## config.mk

```make
export PLATFORM = sky130hd
export DESIGN_NAME = sweep_scanner_detect_hold_top
export DESIGN_NICKNAME = d
export VERILOG_FILES = /design/src/hdl/ssdh_pkg.sv /design/src/hdl/ssdh_in_stage.sv /design/src/hdl/ssdh_core.sv /design/src/hdl/sweep_scanner_detect_hold_top.sv
export SDC_FILE = /design/constraint.sdc
export NUM_CORES = 1
export LEC_CHECK = 0
export ABC_AREA = 1
export BUFFER_PORTS_ARGS = -buffer_cell sky130_fd_sc_hd__buf_2
export CAP_MARGIN = 20
export CELL_PAD_IN_SITES_DETAIL_PLACEMENT = 0
export CELL_PAD_IN_SITES_GLOBAL_PLACEMENT = 1
export CORE_MARGIN = 5
export CORE_UTILIZATION = 52
export CTS_CLUSTER_DIAMETER = 80
export CTS_CLUSTER_SIZE = 12
export DETAILED_ROUTE_END_ITERATION = 12
export PLACE_DENSITY = 0.87
export SLEW_MARGIN = 40
export SYNTH_ARGS = -nofsm -noshare
export SYNTH_HDL_FRONTEND = slang
export SYNTH_SLANG_ARGS = --single-unit
```

## constraint.sdc

```tcl
create_clock -name i_clk -period 14.3 [get_ports i_clk]
set_input_delay 0.715 -clock i_clk [delete_from_list [all_inputs] [get_ports i_clk]]
set_output_delay 0.715 -clock i_clk [all_outputs]
set_load 0.02 [all_outputs]
```

## src/hdl/ssdh_pkg.sv

```systemverilog
// ----------------------------------------------------------------------------
// ssdh_pkg
// Shared types and constants for the sweep scanner with detect-and-hold.
// ----------------------------------------------------------------------------
package ssdh_pkg;

    localparam logic [14:0] ECHO_TIMEOUT_US = 15'd30000;

    localparam logic [7:0]  ANGLE_RESET     = 8'd90;
    localparam logic [7:0]  SERVO_MAX_DEG   = 8'd180;
    localparam logic [10:0] SERVO_BASE_US   = 11'd1000;

    // floor(x / 29) == (x * 18079) >> 19 for x < 2^14, used for echo / 58
    localparam logic [14:0] DIV29_RECIP     = 15'd18079;
    // floor(a * 1000 / 180) == (a * 364100) >> 16 for a <= 180
    localparam logic [18:0] PULSE_RECIP     = 19'd364100;
    // floor(a / 3) == (a * 171) >> 9 for a < 512
    localparam logic [8:0]  DIV3_RECIP      = 9'd171;

    localparam logic [3:0]  COUNT_MAX       = 4'd15;

    typedef enum logic [2:0] {
        CFG_DETECT_DIST  = 3'd0,
        CFG_RELEASE_DIST = 3'd1,
        CFG_DETECT_CNT   = 3'd2,
        CFG_RELEASE_CNT  = 3'd3,
        CFG_SWEEP_MIN    = 3'd4,
        CFG_SWEEP_MAX    = 3'd5
    } t_cfg_reg;

    typedef struct packed {
        logic       timeout;
        logic [9:0] dist_cm;   // already 0 on timeout
    } t_meas;

    typedef struct packed {
        logic       object_held;
        logic       distance_valid;
        logic [9:0] distance_cm;
        logic       measured;
        logic [10:0] servo_pulse_us;
        logic [7:0] angle_deg;
    } t_result;

endpackage

```

## src/hdl/ssdh_in_stage.sv

```systemverilog
// ----------------------------------------------------------------------------
// ssdh_in_stage
// Input register; converts the echo width to a distance and timeout flag.
// ----------------------------------------------------------------------------
module ssdh_in_stage
    import ssdh_pkg::*;
(
    input  logic        i_clk,
    input  logic        i_rst_n,
    input  logic        i_load,
    input  logic        i_take,
    input  logic [14:0] i_echo_us,
    output logic        o_valid,
    output t_meas       o_meas
);

    logic        r_valid;
    t_meas       r_meas;
    t_meas       n_meas;
    logic [28:0] w_prod;
    logic        w_timeout;

    // echo / 58 == (echo >> 1) / 29
    assign w_prod    = 29'(i_echo_us[14:1]) * 29'(DIV29_RECIP);
    assign w_timeout = (i_echo_us == 15'd0) || (i_echo_us >= ECHO_TIMEOUT_US);

    always_comb begin
        n_meas.timeout = w_timeout;
        n_meas.dist_cm = w_timeout ? 10'd0 : w_prod[28:19];
    end

    always_ff @(posedge i_clk) begin
        if (!i_rst_n) begin
            r_valid <= 1'b0;
        end else if (i_load) begin
            r_valid <= 1'b1;
        end else if (i_take) begin
            r_valid <= 1'b0;
        end
    end

    always_ff @(posedge i_clk) begin
        if (i_load) begin
            r_meas <= n_meas;
        end
    end

    assign o_valid = r_valid;
    assign o_meas  = r_meas;

endmodule

```

## src/hdl/ssdh_core.sv

```systemverilog
// ----------------------------------------------------------------------------
// ssdh_core
// Configuration registers, sweep state and the per-step decision logic.
// ----------------------------------------------------------------------------
module ssdh_core
    import ssdh_pkg::*;
(
    input  logic        i_clk,
    input  logic        i_rst_n,
    input  logic        i_cfg_wr_en,
    input  logic [2:0]  i_cfg_index,
    input  logic [9:0]  i_cfg_data,
    input  logic        i_step,
    input  t_meas       i_meas,
    output t_result     o_result
);

    logic [9:0] r_detect_dist;
    logic [9:0] r_release_dist;
    logic [3:0] r_detect_cnt;
    logic [3:0] r_release_cnt;
    logic [7:0] r_sweep_min;
    logic [7:0] r_sweep_max;

    logic [7:0] r_angle;
    logic       r_rising;
    logic       r_hold;
    logic [3:0] r_near;
    logic [3:0] r_far;

    logic [7:0] n_angle;
    logic       n_rising;
    logic       n_hold;
    logic [3:0] n_near;
    logic [3:0] n_far;

    logic [16:0] w_div3;
    logic [8:0]  w_times3;
    logic        w_on_grid;
    logic [7:0]  w_servo_deg;
    logic [26:0] w_pulse_prod;
    logic        w_advance;
    logic [3:0]  w_near_inc;
    logic [3:0]  w_far_inc;

    always_ff @(posedge i_clk) begin
        if (!i_rst_n) begin
            r_detect_dist  <= 10'd25;
            r_release_dist <= 10'd30;
            r_detect_cnt   <= 4'd2;
            r_release_cnt  <= 4'd3;
            r_sweep_min    <= 8'd10;
            r_sweep_max    <= 8'd170;
        end else if (i_cfg_wr_en) begin
            unique case (t_cfg_reg'(i_cfg_index))
                CFG_DETECT_DIST:  r_detect_dist  <= i_cfg_data;
                CFG_RELEASE_DIST: r_release_dist <= i_cfg_data;
                CFG_DETECT_CNT:   r_detect_cnt   <= i_cfg_data[3:0];
                CFG_RELEASE_CNT:  r_release_cnt  <= i_cfg_data[3:0];
                CFG_SWEEP_MIN:    r_sweep_min    <= i_cfg_data[7:0];
                CFG_SWEEP_MAX:    r_sweep_max    <= i_cfg_data[7:0];
                default: ;
            endcase
        end
    end

    // measurement grid: angle is a multiple of 3
    assign w_div3    = 17'(r_angle) * 17'(DIV3_RECIP);
    assign w_times3  = 9'({w_div3[15:9], 1'b0}) + 9'(w_div3[15:9]);
    assign w_on_grid = (9'(r_angle) == w_times3);

    assign w_servo_deg  = (r_angle > SERVO_MAX_DEG) ? SERVO_MAX_DEG : r_angle;
    assign w_pulse_prod = 27'(w_servo_deg) * 27'(PULSE_RECIP);

    assign w_near_inc = (r_near < COUNT_MAX) ? r_near + 4'd1 : COUNT_MAX;
    assign w_far_inc  = (r_far  < COUNT_MAX) ? r_far  + 4'd1 : COUNT_MAX;

    always_comb begin
        n_hold    = r_hold;
        n_near    = r_near;
        n_far     = r_far;
        w_advance = 1'b0;

        if (!r_hold) begin
            if (!w_on_grid) begin
                w_advance = 1'b1;
            end else begin
                if (!i_meas.timeout && (i_meas.dist_cm <= r_detect_dist)) begin
                    n_near = w_near_inc;
                    if (w_near_inc >= r_detect_cnt) begin
                        n_hold = 1'b1;
                        n_near = 4'd0;
                        n_far  = 4'd0;
                    end
                end else begin
                    n_near = 4'd0;
                end
                // angle stays put while a detection is pending or just confirmed
                w_advance = !n_hold && (n_near == 4'd0);
            end
        end else begin
            n_far = (i_meas.timeout || (i_meas.dist_cm >= r_release_dist)) ? w_far_inc : 4'd0;
            if (n_far >= r_release_cnt) begin
                n_hold = 1'b0;
                n_far  = 4'd0;
                n_near = 4'd0;
            end
        end

        n_angle  = r_angle;
        n_rising = r_rising;
        if (w_advance) begin
            if (r_rising) begin
                if (r_angle >= r_sweep_max) begin
                    n_rising = 1'b0;
                    n_angle  = r_angle - 8'd1;
                end else begin
                    n_angle  = r_angle + 8'd1;
                end
            end else begin
                if (r_angle <= r_sweep_min) begin
                    n_rising = 1'b1;
                    n_angle  = r_angle + 8'd1;
                end else begin
                    n_angle  = r_angle - 8'd1;
                end
            end
        end
    end

    always_comb begin
        o_result.angle_deg      = r_angle;
        o_result.servo_pulse_us = SERVO_BASE_US + w_pulse_prod[26:16];
        o_result.measured       = r_hold || w_on_grid;
        o_result.distance_cm    = (r_hold || w_on_grid) ? i_meas.dist_cm : 10'd0;
        o_result.distance_valid = (r_hold || w_on_grid) && !i_meas.timeout;
        o_result.object_held    = n_hold;
    end

    always_ff @(posedge i_clk) begin
        if (!i_rst_n) begin
            r_angle  <= ANGLE_RESET;
            r_rising <= 1'b1;
            r_hold   <= 1'b0;
            r_near   <= 4'd0;
            r_far    <= 4'd0;
        end else if (i_step) begin
            r_angle  <= n_angle;
            r_rising <= n_rising;
            r_hold   <= n_hold;
            r_near   <= n_near;
            r_far    <= n_far;
        end
    end

endmodule

```

## src/hdl/sweep_scanner_detect_hold_top.sv

```systemverilog
// ----------------------------------------------------------------------------
// sweep_scanner_detect_hold_top
// Servo sweep scanner that freezes on a confirmed near object.
// ----------------------------------------------------------------------------
// Each input transfer is one servo step carrying an echo width in us (0 or
// at/above 30000 is a timeout); each step yields exactly one output transfer
// with the commanded angle, servo pulse, distance and mode. The block takes
// one transfer per clock unless the output stalls, through an input register,
// where the echo is turned into a distance, and a result register. The sweep
// state is updated in the same cycle a step moves from the input register to
// the result register, so consecutive steps never wait on each other; only
// back-pressure on the output side slows the input. Configuration writes are
// taken at any time and apply to steps that reach the result stage afterward.
// ----------------------------------------------------------------------------
module sweep_scanner_detect_hold_top
    import ssdh_pkg::*;
(
    input  logic        i_clk,
    input  logic        i_rst_n,

    input  logic        i_cfg_wr_en,
    input  logic [2:0]  i_cfg_index,
    input  logic [9:0]  i_cfg_data,

    input  logic        s_axis_tvalid,
    output logic        s_axis_tready,
    input  logic [15:0] s_axis_tdata,   // [14:0] echo_us, [15] zero

    output logic        m_axis_tvalid,
    input  logic        m_axis_tready,
    output logic [31:0] m_axis_tdata    // [7:0] angle_deg, [18:8] servo_pulse_us,
                                        // [19] measured, [29:20] distance_cm,
                                        // [30] distance_valid, [31] object_held
);

    logic    w_in_valid;
    t_meas   w_meas;
    t_result w_result;
    logic    w_load;
    logic    w_step;

    logic    r_out_valid;
    t_result r_out;
    logic    n_out_valid;

    assign w_step        = w_in_valid && (!r_out_valid || m_axis_tready);
    assign s_axis_tready = !w_in_valid || w_step;
    assign w_load        = s_axis_tvalid && s_axis_tready;

    ssdh_in_stage u_in_stage (
        .i_clk     (i_clk),
        .i_rst_n   (i_rst_n),
        .i_load    (w_load),
        .i_take    (w_step),
        .i_echo_us (s_axis_tdata[14:0]),
        .o_valid   (w_in_valid),
        .o_meas    (w_meas)
    );

    ssdh_core u_core (
        .i_clk       (i_clk),
        .i_rst_n     (i_rst_n),
        .i_cfg_wr_en (i_cfg_wr_en),
        .i_cfg_index (i_cfg_index),
        .i_cfg_data  (i_cfg_data),
        .i_step      (w_step),
        .i_meas      (w_meas),
        .o_result    (w_result)
    );

    always_comb begin
        n_out_valid = r_out_valid;
        if (w_step) begin
            n_out_valid = 1'b1;
        end else if (m_axis_tready) begin
            n_out_valid = 1'b0;
        end
    end

    always_ff @(posedge i_clk) begin
        if (!i_rst_n) begin
            r_out_valid <= 1'b0;
        end else begin
            r_out_valid <= n_out_valid;
        end
    end

    always_ff @(posedge i_clk) begin
        if (w_step) begin
            r_out <= w_result;
        end
    end

    assign m_axis_tvalid = r_out_valid;
    assign m_axis_tdata  = {r_out.object_held, r_out.distance_valid, r_out.distance_cm,
                            r_out.measured, r_out.servo_pulse_us, r_out.angle_deg};

    // a held step always measures
    a_held_measures: assert property (@(posedge i_clk) disable iff (!i_rst_n)
        r_out_valid && r_out.object_held |-> r_out.measured)
        else $error("held step without measurement");

    // no distance reported unless the step measured
    a_dist_needs_measure: assert property (@(posedge i_clk) disable iff (!i_rst_n)
        r_out_valid && !r_out.measured |-> !r_out.distance_valid && (r_out.distance_cm == 10'd0))
        else $error("distance on a non-measuring step");

    // a stalled result register does not pull a new step through
    a_no_overrun: assert property (@(posedge i_clk) disable iff (!i_rst_n)
        r_out_valid && !m_axis_tready |-> !w_step)
        else $error("result overwritten while stalled");

    a_pulse_range: assert property (@(posedge i_clk) disable iff (!i_rst_n)
        r_out_valid |-> (r_out.servo_pulse_us >= 11'd1000) && (r_out.servo_pulse_us <= 11'd2000))
        else $error("servo pulse out of range");

endmodule
```

* Word-level counts from Yosys, hierarchy flattened
Index checks and enable logic that the tools add are counted.
Cells by class: shifts and indexed selects 0, divide/modulo/power cells 0, add/subtract/negate cells 6, multipliers 3, bitwise operators 0, $lt $le $gt $ge 10, muxes and demuxes 35, eq/ne operators 7, reduce and logical (&&, ||, !) cells 31
Operator list (number):
- $mux W4 | 15
- $mux W8 | 4
- $mul A14 B15 Y29 const B | 1
- $mul A8 B17 Y25 const B | 1
- $mul A8 B8 Y16 const B | 1
- $mux W1 | 16
- $ge A15 B15 Y1 const B | 1
- $logic_not A15 Y1 | 1
- $reduce_and A2 Y1 | 7
- $add A10 B11 Y11 const A | 1
- $ge A10 B10 Y1 | 1
- $le A10 B10 Y1 | 1
- $reduce_bool A2 Y1 | 5
- $add A8 B7 Y9 | 1
- $eq A8 B9 Y1 | 1
- $add A4 B1 Y4 const B | 2
- $add A8 B1 Y8 const B | 1
- $ge A4 B4 Y1 | 2
- $ge A8 B8 Y1 | 1
- $gt A8 B8 Y1 const B | 1
- $le A8 B8 Y1 | 1
- $lt A4 B4 Y1 const B | 2
- $sub A8 B1 Y8 const B | 1
- $eq A3 B2 Y1 const B | 2
- other kinds (10) | 22
Word-level totals: bits in read-only memories 0, bits in writable memories 0, register bits after elaboration 107, memories 0, output and inout port bits 34, bits in latches 0

* Depth between registers and ports, before layout
Gate-level depths: netlist (run 1).
word-level depth 12, gate-level depth with buffers 36

* Modules after synthesis
From an unflattened synthesis (run 1), not the netlist that was laid out.
Second synthesis, totals: cells, all modules 1849, area total of the unflattened synthesis 14295.0 um^2
Modules (own cells, without submodules):
- ssdh_core | instances 1, area an instance 8089.0 um^2, sequential area each 1241.2 um^2, cells an instance 1138
- ssdh_in_stage | instances 1, area an instance 5178.7 um^2, sequential area each 350.3 um^2, cells an instance 669
- sweep_scanner_detect_hold_top | instances 1, area an instance 1027.2 um^2, sequential area each 980.9 um^2, cells an instance 42

* Least setup slack after synthesis (run 1)
Ideal clock, no wire load.
path type register to register, start reg u_core.r_angle[3], end reg u_core.r_angle[0], buffers on the path 0, data required time 14.184 ns, data arrival time 5.269 ns, setup slack 8.916 ns, clock period less this slack 5.384 ns, cell stages (with the launch flop) 31, cells stage by stage dfxtp_1 > ha_1 > fa_1 > fa_1 > fa_1 > ha_1 > a21oi_1 > a21boi_2 > nand2_1 > nand3_1 > nand2_1 > nand3_1 > nand2_1 > a21oi_1 > inv_1 > or2_2 > nand2_1 > inv_1 > ha_1 > nand2_1 > or2_4 > nand3_2 > nand2_1 > nand3_1 > nand4_1 > nor2_2 > nand3_1 > nand2_4 > inv_2 > nor2_1 > nor2_1
Between the ends: longest elaborated chain between the ends 6
RTL lines:
- start: declaration | RTL line ssdh_core.sv:25 | logic [7:0] r_angle;
- start signal: assignment | RTL line ssdh_core.sv:148 | r_angle <= n_angle;
- $mul A8 B8 Y16 | RTL line ssdh_core.sv:68 | assign w_div3 = 17'(r_angle) * 17'(DIV3_RECIP);
- $add A8 B7 Y9 | RTL line ssdh_core.sv:69 | assign w_times3 = 9'({w_div3[15:9], 1'b0}) + 9'(w_div3[15:9]);
- $eq A8 B9 Y1 | RTL line ssdh_core.sv:70 | assign w_on_grid = (9'(r_angle) == w_times3);
- $mux W1 | RTL line ssdh_core.sv:85 | if (!w_on_grid) begin
- $mux W1 | RTL line ssdh_core.sv:84 | if (!r_hold) begin
- $reduce_and A2 Y1 (no line)
Several ways; a longest one is shown, not always the timed one. A chain may end at the register's enable or synchronous reset.

* Final worst setup path (run 1)
start reg u_core.r_angle[6], end reg r_out, in the netlist m_axis_tdata[31] (data pin)
Between the ends: longest elaborated chain between the ends 5
RTL lines:
- $mul A8 B8 Y16 | RTL line ssdh_core.sv:68
- $add A8 B7 Y9 | RTL line ssdh_core.sv:69
- $eq A8 B9 Y1 (*) | RTL line ssdh_core.sv:70
- $mux W1 (*) | RTL line ssdh_core.sv:85
- $mux W1 (*) | RTL line ssdh_core.sv:84
- via u_core.n_hold | RTL line ssdh_core.sv:33 | logic n_hold;
- end signal: assignment | RTL line sweep_scanner_detect_hold_top.sv:90 | r_out <= w_result;
- end: declaration | RTL line sweep_scanner_detect_hold_top.sv:43 | t_result r_out;
Mark *: on every way through the listed nets, which the timed path passes. The rest lies on a longest branch.

==> reports/summary.json, run 1 <==
{
  "critPathKind": "flop to flop",
  "grt_first_pass_wirelength_mm": 51.3,
  "insertedDiodeCount": 0,
  "place.detailed.hpwl_mm": 24.7,
  "tritoncts_clock_tree": "built",
  "io_buffers": 66,
  "num_vias": 10600,
  "synth_adder_area_share": 0.417,
  "track_usage": 0.214,
  "yosys.area_share.xor_xnor": 0.0171,
  "min_delay_worst_endpoint": "u_core.r_sweep_min[2]",
  "r2r_start": "u_core.r_angle[6]",
  "rsz0062_at_grt": "no",
  "yosys_register_bits": 107,
  "drt_wl_total_mm": 29.8,
  "start_kind": "flop",
  "coreArea_um2": 25300,
  "antenna_found_initial": 0,
  "design.die.area_um2": 29000,
  "wl_per_cell_um": 14.6,
  "synth.top_cells.by_count": "335 x inv_1, 294 x ha_1, 247 x nand2_1, 127 x a21oi_1, 115 x nor2_1",
  "postCtsHoldBufs": 0,
  "worst_ep_arrival_time_ns": 6.40,
  "status": "finished, final reports clean",
  "first_global_vias": 10800,
  "timing.critical_path.from": "u_core.r_angle[6]",
  "die_h_um": 170,
  "globalRouteOverflowTotal": 0,
  "dp_cells": 2024,
  "timing.final.setup_violations": 0,
  "synth_enable_flop_cells": 43,
  "vias_per_cell": 5.19,
  "worst_setup_hold_path_clk_slew_ns": 0.08,
  "synthArstFlopShare": 0,
  "cts_htree_levels": 3,
  "critPathMaxFanout": 11,
  "yosys-top-cells-area": "ha_1 28%, fa_1 14%, edfxtp_1 9.7%",
  "cp_slowest_stage_delay_ns": 0.73,
  "powerDensity_nw_per_um2": 181,
  "die_x_um": 170,
  "clock-root-buffer": "clkbuf_16",
  "hold_class": "flop to flop",
  "critical_path.most_common_cell": "nand2_1",
  "finalNonFillerCells": 2040,
  "final_net_count": 2127,
  "slew-limit-headroom": 0.493,
  "synth_largest_type_area_fraction": 0.276,
  "clock_latency_on_the_worst_skew_pair_ns": 0.36,
  "syn-mean-instance-area_um2": 8.14,
  "layout_cell_share_with_drive_strength_beyond_1": 0.0655,
  "synth_mux_area_frac": 0,
  "maximum_number_of_pins_on_one_net_before_global_route_repair": 60,
  "yosys.area.top_type": "ha_1",
  "fmax_mhz": 158,
  "synth-simple-area-share": 0.159,
  "max_cap_viol_count": 0,
  "syn-cell-area_um2": 13300,
  "drt_first_pass_iters": 6,
  "min_period_over_period": 0.442,
  "critical_path.slowest_cell": "dfxtp_1",
  "synth_top_flop_cell": "dfxtp_1",
  "design.portCount": 68,
  "hold_depth": 2,
  "fin_worst_skew_ns": 0.0127,
  "cts_resized": 0,
  "min_from": "u_core.r_sweep_min[2]",
  "netlist_instances": 1639,
  "gp_congestion": 0.885,
  "row_count": 58,
  "clock_sinks": 107,
  "synth_top_family_by_area": "adder cells",
  "period_needed_ns": 6.32,
  "max_slew.worst_pin.slew_ns": 0.759,
  "initial_core_util": 0.528,
  "finalSetupTns_ns": 0,
  "synth_sequential_area_ratio": 0.193,
  "drt_first_iter_violations": 571,
  "drt_drc_violations_left": 0,
  "synth-compound-area-share": 0.113,
  "ff2ff_path_depth": 29,
  "yosysMostFrequentCell": "inv_1",
  "postSynthNetCount": 2061,
  "finalHoldViolCount": 0,
  "antenna_viol_nets_final": 0,
  "post_cts.repair.setup_buffers": 0,
  "leakage_power_summed_over_all_cells_nw": 7.55,
  "worstSetupEndpointType": "flop",
  "vdd_drop_max_mv": 0.111,
  "synth_cell_type_count": 44,
  "number_of_buffers_created_by_cts": 9,
  "rrSetupSlack_ns": 7.98,
  "critPathRequiredTime_ns": 14.38,
  "max-clock-path-buffers": 2,
  "area_growth_pct": 7.66,
  "crit-reg2reg-capture": "m_axis_tdata[31]",
  "slew_violations": 0,
  "synth_warnings": 0
}
[per-stage QoR]
step                cell area [um2]  hold slack (ns)  utilization  total power, mW  setup WS (ns)
floorplan                     13300            0.435            -             1.91           8.92
global placement              14000            0.451        0.555             2.30           8.10
detailed placement            14000            0.455        0.556             2.32           8.08
CTS                           14400            0.467        0.569             2.61           8.07
global route                  14400            0.485        0.569             2.95           7.57
finish                        14400            0.462        0.569             2.60           7.98
[placed cells by master, fill, tap and decap left out, drive strengths merged, types with 4 or more instances in the layout]
cell	Yosys	final
clkbuf	10	10
edfxtp	43	43
a31oi	7	7
ha	294	294
o21ai	90	90
nor4	6	6
dfxtp	64	64
a21o	5	5
a21boi	5	5
nand2	252	252
nor3	10	10
nand3	65	65
o211ai	23	23
inv	340	344
or2	10	10
fa	94	94
nand4	28	28
o21a	4	4
a21oi	129	129
xor2	18	18
xnor2	8	8
nor2	117	117
buf	2	67
[flip-flops by register name (all words and copies together), names as in the netlist, 4 cells and up]
signal and count:
u_core.r_release_dist 10, u_core.r_near 4, u_core.r_far 4, u_in_stage.o_meas 11
u_core.r_angle 8, u_core.r_detect_dist 10, u_core.r_sweep_max 8, u_core.r_release_cnt 4
u_core.r_detect_cnt 4, m_axis_tdata 32, u_core.r_sweep_min 8
[layer usage]
metal	vias up	wire (um)	track usage
li1	5512	-	-
met1	4917	14100	0.285
met2	130	14400	0.381
met3	31	715	0.0165
met4	0	540	0.0486
met5	-	0	0
[cell families after synthesis]
kind of cell,count (synthesis)
flip-flops,107
AO/OA/AOI/OAI,273
buffers and inverters,353
XOR/XNOR,26
adder cells (fa/ha/maj),388
AND/OR/NAND/NOR,492
[worst max-delay path by stage]
| stage | slack [ns] | cells past startpoint | end |
|---|---|---|---|
| after CTS | 8.07 | 29 | u_core.r_hold |
| after detailed placement | 8.08 | 29 | u_core.r_hold |
| after floorplan | 8.92 | 30 | u_core.r_angle[0] |
| after global routing | 7.57 | 32 | u_core.r_angle[6] |
| final | 7.98 | 29 | m_axis_tdata[31] |
| after global placement | 8.10 | 27 | m_axis_tdata[31] |
[report_power, final]
| group | leakage [nW] | switching, mW | internal, mW | total, mW |
|---|---|---|---|---|
| clock | 0.158 | 0.133 | 0.137 | 0.269 |
| sequential | 0.929 | 0.0279 | 0.393 | 0.421 |
| combinational | 6.46 | 1.18 | 0.727 | 1.91 |
| total | 7.55 | 1.34 | 1.26 | 2.60 |
[layout make-up]
cell class	instances	area (um2)
clock buffer	10	250
inverter	341	1280
multi-input combinational	1179	9430
tap	330	413
clock inverter	6	72.6
fill	2342	10900
timing repair buffer	67	340
sequential	107	2570
[critical path, delay by kind of cell (launching register included)]
| family | cells | cell delay, ns |
|---|---|---|
| AO/OA/AOI/OAI | 4 | 0.93 |
| adder cells (fa/ha/maj) | 5 | 1.98 |
| AND/OR/NAND/NOR | 15 | 1.77 |
| buffers and inverters | 5 | 0.63 |
| flip-flops | 1 | 0.73 |
Note: power is estimated with default switching activity, not from simulation.
==> inputs of run 2 (changes only) <==
- CORE_UTILIZATION: 52 -> 44
- PLACE_DENSITY: 0.87 -> 0.78
- clock period: 14.3 -> 5.4 ns (I/O delays scaled with it)
==> run 2 against run 1 <==
  * Non-clock buffer count increased by 70
  * Clock skew increased by 0.0043 ns
  * Die area increased by 17%
  * Cell count increased by 6.5%
  * Critical endpoint is now u_core.r_angle[6]
  * Sequential share of layout area decreased by 1.2 points
  * Count of clock-buffer cells in the layout decreased by 1
  * Design area increased by 7.4%
  * Combinational power increased to 3.1 times the previous value
  * Sequential power increased to 2.6 times the previous value
  * Largest power group unchanged
==> reports/summary.json, run 2 (synthesis gave the netlist of run 1 again) <==
{
  "comb_power_share": {"value": 0.765, "change": "+0.030"},
  "period_needed": {"value": 5.39, "unit": "ns", "change": "-0.937 ns"},
  "clock-root-buffer": "clkbuf_16",
  "fmax": {"value": 186, "unit": "MHz", "change": "+17%"},
  "leakage_power_summed_over_all_cells": {"value": 7.90, "unit": "nW", "change": "+4.7%"},
  "layout_cell_share_with_drive_strength_beyond_1": {"value": 0.141, "change": "+0.0759"},
  "min_period_over_period": {"value": 0.997, "change": "+0.555"},
  "drt_drc_violations_left": {"value": 0, "change": "unchanged"},
  "postCtsHoldBufs": {"value": 0, "change": "unchanged"},
  "clock_latency_on_the_worst_skew_pair": {"value": 0.37, "unit": "ns", "change": "about the same"},
  "final_core_utilization": {"value": 0.518, "change": "-0.0511"},
  "timing.final.setup_violations": {"value": 0, "change": "unchanged"},
  "critical_path.slowest_cell": "fa_1",
  "powerDensity": {"value": 498, "unit": "nW/um2", "change": "+180%"},
  "die_x": {"value": 184, "unit": "um", "change": "+8.2%"},
  "maximum_number_of_pins_on_one_net_before_global_route_repair": {"value": 60, "change": "unchanged"},
  "n_fill_cell": {"value": 2860, "change": "+22%"},
  "globalRouteOverflowTotal": {"value": 0, "change": "unchanged"},
  "slew_violations": {"value": 0, "change": "unchanged"},
  "design.die.area": {"value": 33900, "unit": "um2", "change": "+17%"},
  "status": "finished, final reports clean",
  "coreArea": {"value": 29800, "unit": "um2", "change": "+18%"},
  "area_growth_pct": 15.6,
  "worstSetupEndpointType": "flop",
  "die_h": {"value": 184, "unit": "um", "change": "+8.2%"},
  "max_slew.worst_pin.slew": {"value": 0.681, "unit": "ns", "change": "-0.0782 ns"},
  "cts_htree_levels": {"value": 3, "change": "unchanged"},
  "p_seq_frac": {"value": 0.145, "change": "-0.017"},
  "clock_sinks": {"value": 107, "change": "unchanged"},
  "power.switching": {"value": 3.88, "unit": "mW", "change": "+190%"},
  "initial_core_util": {"value": 0.448, "change": "-0.0805"},
  "final_net_count": {"value": 2199, "change": "+3.4%"},
  "critPathRequiredTime": {"value": 5.63, "unit": "ns", "change": "-8.75 ns"},
  "worst_ep_arrival_time": {"value": 5.61, "unit": "ns", "change": "-0.79 ns"},
  "drt_first_iter_violations": {"value": 539, "change": "-5.6%"},
  "grt.met2_usage": {"value": 0.352, "change": "-0.0290"},
  "finalHoldViolCount": {"value": 0, "change": "unchanged"},
  "worst_setup_hold_path_clk_slew": {"value": 0.09, "unit": "ns", "change": "about the same"},
  "tritoncts_clock_tree": "built",
  "antenna_found_initial": {"value": 0, "change": "unchanged"},
  "critPathMaxFanout": {"value": 7, "change": "-4"},
  "finalSetupTns": {"value": 0, "unit": "ns", "change": "unchanged"},
  "switching_share_of_total_power": {"value": 0.504, "change": "-0.0126"},
  "hold_class": "input port to flop",
  "grt_busiest_layer": "met2",
  "clkPwrFrac": {"value": 0.090, "change": "-0.014"},
  "mostFrequentLayoutCells": "330 x inv_1, 274 x ha_1, 233 x nand2_1, 118 x a21oi_1, 108 x nor2_1",
  "place.detailed.hpwl": {"value": 26.1, "unit": "mm", "change": "+5.7%"},
  "vdd_drop_max": {"value": 0.319, "unit": "mV", "change": "+190%"},
  "num_vias": {"value": 11000, "change": "+3.8%"},
  "io_buffers": {"value": 66, "change": "unchanged"},
  "max_cap_viol_count": {"value": 0, "change": "unchanged"},
  "antenna_viol_nets_final": {"value": 0, "change": "unchanged"},
  "largest_register_ff_count": {"value": 32, "change": "unchanged"},
  "design.portCount": {"value": 68, "change": "unchanged"},
  "use_met1": {"value": 0.252, "change": "-0.0335"},
  "grt_first_pass_wirelength": {"value": 54.4, "unit": "mm", "change": "+5.9%"},
  "critPathTopFamily": "adder cells",
  "critPathKind": "flop to flop",
  "drt_first_pass_iters": {"value": 4, "change": "-2"},
  "track_usage": {"value": 0.195, "change": "-0.0189"},
  "start_kind": "flop",
  "layout_commonest_cell": "inv_1",
  "gp_congestion": {"value": 0.883, "change": "-0.23%"},
  "drt_wl_total": {"value": 32.3, "unit": "mm", "change": "+8.6%"},
  "max-clock-path-buffers": {"value": 2, "change": "unchanged"},
  "insertedDiodeCount": {"value": 0, "change": "unchanged"},
  "cp.buffers_inverters": {"value": 4, "change": "-1"},
  "cp_slowest_stage_delay": {"value": 0.58, "unit": "ns", "change": "-0.15 ns"},
  "wl_per_cell": {"value": 14.9, "unit": "um", "change": "+2.0%"},
  "grt_util_met3": {"value": 0.0221, "change": "+0.00561"},
  "rsz0062_at_grt": "yes",
  "slew-limit-headroom": {"value": 0.544, "change": "+0.0511"},
  "intPower": {"value": 3.81, "unit": "mW", "change": "+200%"},
  "row_count": {"value": 63, "change": "+8.6%"},
  "vias_per_cell": {"value": 5.06, "change": "-2.5%"},
  "first_global_vias": {"value": 11100, "change": "+3.2%"},
  "fin_worst_skew": {"value": 0.0170, "unit": "ns", "change": "+0.00433 ns"},
  "number_of_buffers_created_by_cts": {"value": 9, "change": "unchanged"}
}
[run 2: cell types whose count changed in the layout (fill, tap and decap cells not counted), moves of 7 or more]
| cell | change |
|---|---|
| buf_4 | +66 |
| ha_1 | -20 |
| ha_4 | +16 |
| nand2_1 | -14 |
| nand2_2 | +13 |
| a21oi_1 | -9 |
| a21oi_2 | +8 |
| nor2_1 | -7 |
[run 2: repair_timing]
| item | 4_1_cts | 5_1_grt |
|---|---|---|
| gates cloned | 1 | 1 |
| endpoints found under the setup margin | 32 | 38 |
| buffers inserted | 1 | 9 |
| pin swaps | 9 | 47 |
| gates resized for setup | 15 | 81 |
[run 2: final cells by class]
class                   count  area [um2]  area share
repair buffers            137         881      0.0571
well taps                 390         488      0.0316
flip-flops and latches    107        2580       0.167
clock buffers               9         225      0.0146
multi-input cells        1181        9870       0.640
inverters                 341        1300      0.0842
clock inverters             7        82.6     0.00536
[run 2: power by group through the flow]
stage	logic [mW]	clock network, mW	registers [mW]
final	5.88	0.695	1.11
after global routing	6.78	0.754	1.12
after CTS	5.43	0.722	1.11
after detailed placement	5.30	0	1.13
after global placement	5.24	0	1.13
after floorplan	3.88	0	1.17
[run 2: metal layers]
metal	wire, um	vias to the layer above	share of wire
li1	-	5666	-
met1	14700	5132	0.45
met2	16000	160	0.50
met3	1000	37	0.031
met4	611	0	0.019
met5	0	-	0
[run 2: final timing paths]
check / start / to / slack (ns) / cells after the start
setup / recovery: u_core.r_angle[1] / u_core.r_angle[6] / 0.01 / 31
hold / removal: m_axis_tready / m_axis_tvalid / 0.19 / 4
setup reg to reg: u_core.r_angle[1] / u_core.r_angle[6] / 0.01 / 31
hold reg to reg: u_core.r_sweep_max[6] / u_core.r_sweep_max[6] / 0.46 / 2
[run 2: worst register-to-register path: cells and delay by family (launching register included)]
kind            cells  cell delay [ns]
compound gates      3             0.45
fa+ha+maj           6             2.31
buf+inv             4             0.32
flops               1             0.34
simple gates       18             1.84
[run 2: through the flow]
stage                     total power [mW]  worst slack, ns  instances  hold WS, ns  instance area, um2
after floorplan                       5.05           0.0156       1639        0.396               13300
after global placement                6.37           -0.148       2144        0.449               14600
after detailed placement              6.43           -0.224       2144        0.453               14600
after CTS                             7.27         -0.00441       2162        0.175               15000
after global routing                  8.66           -0.290       2172        0.217               15400
final                                 7.68           0.0147       2172        0.191               15400
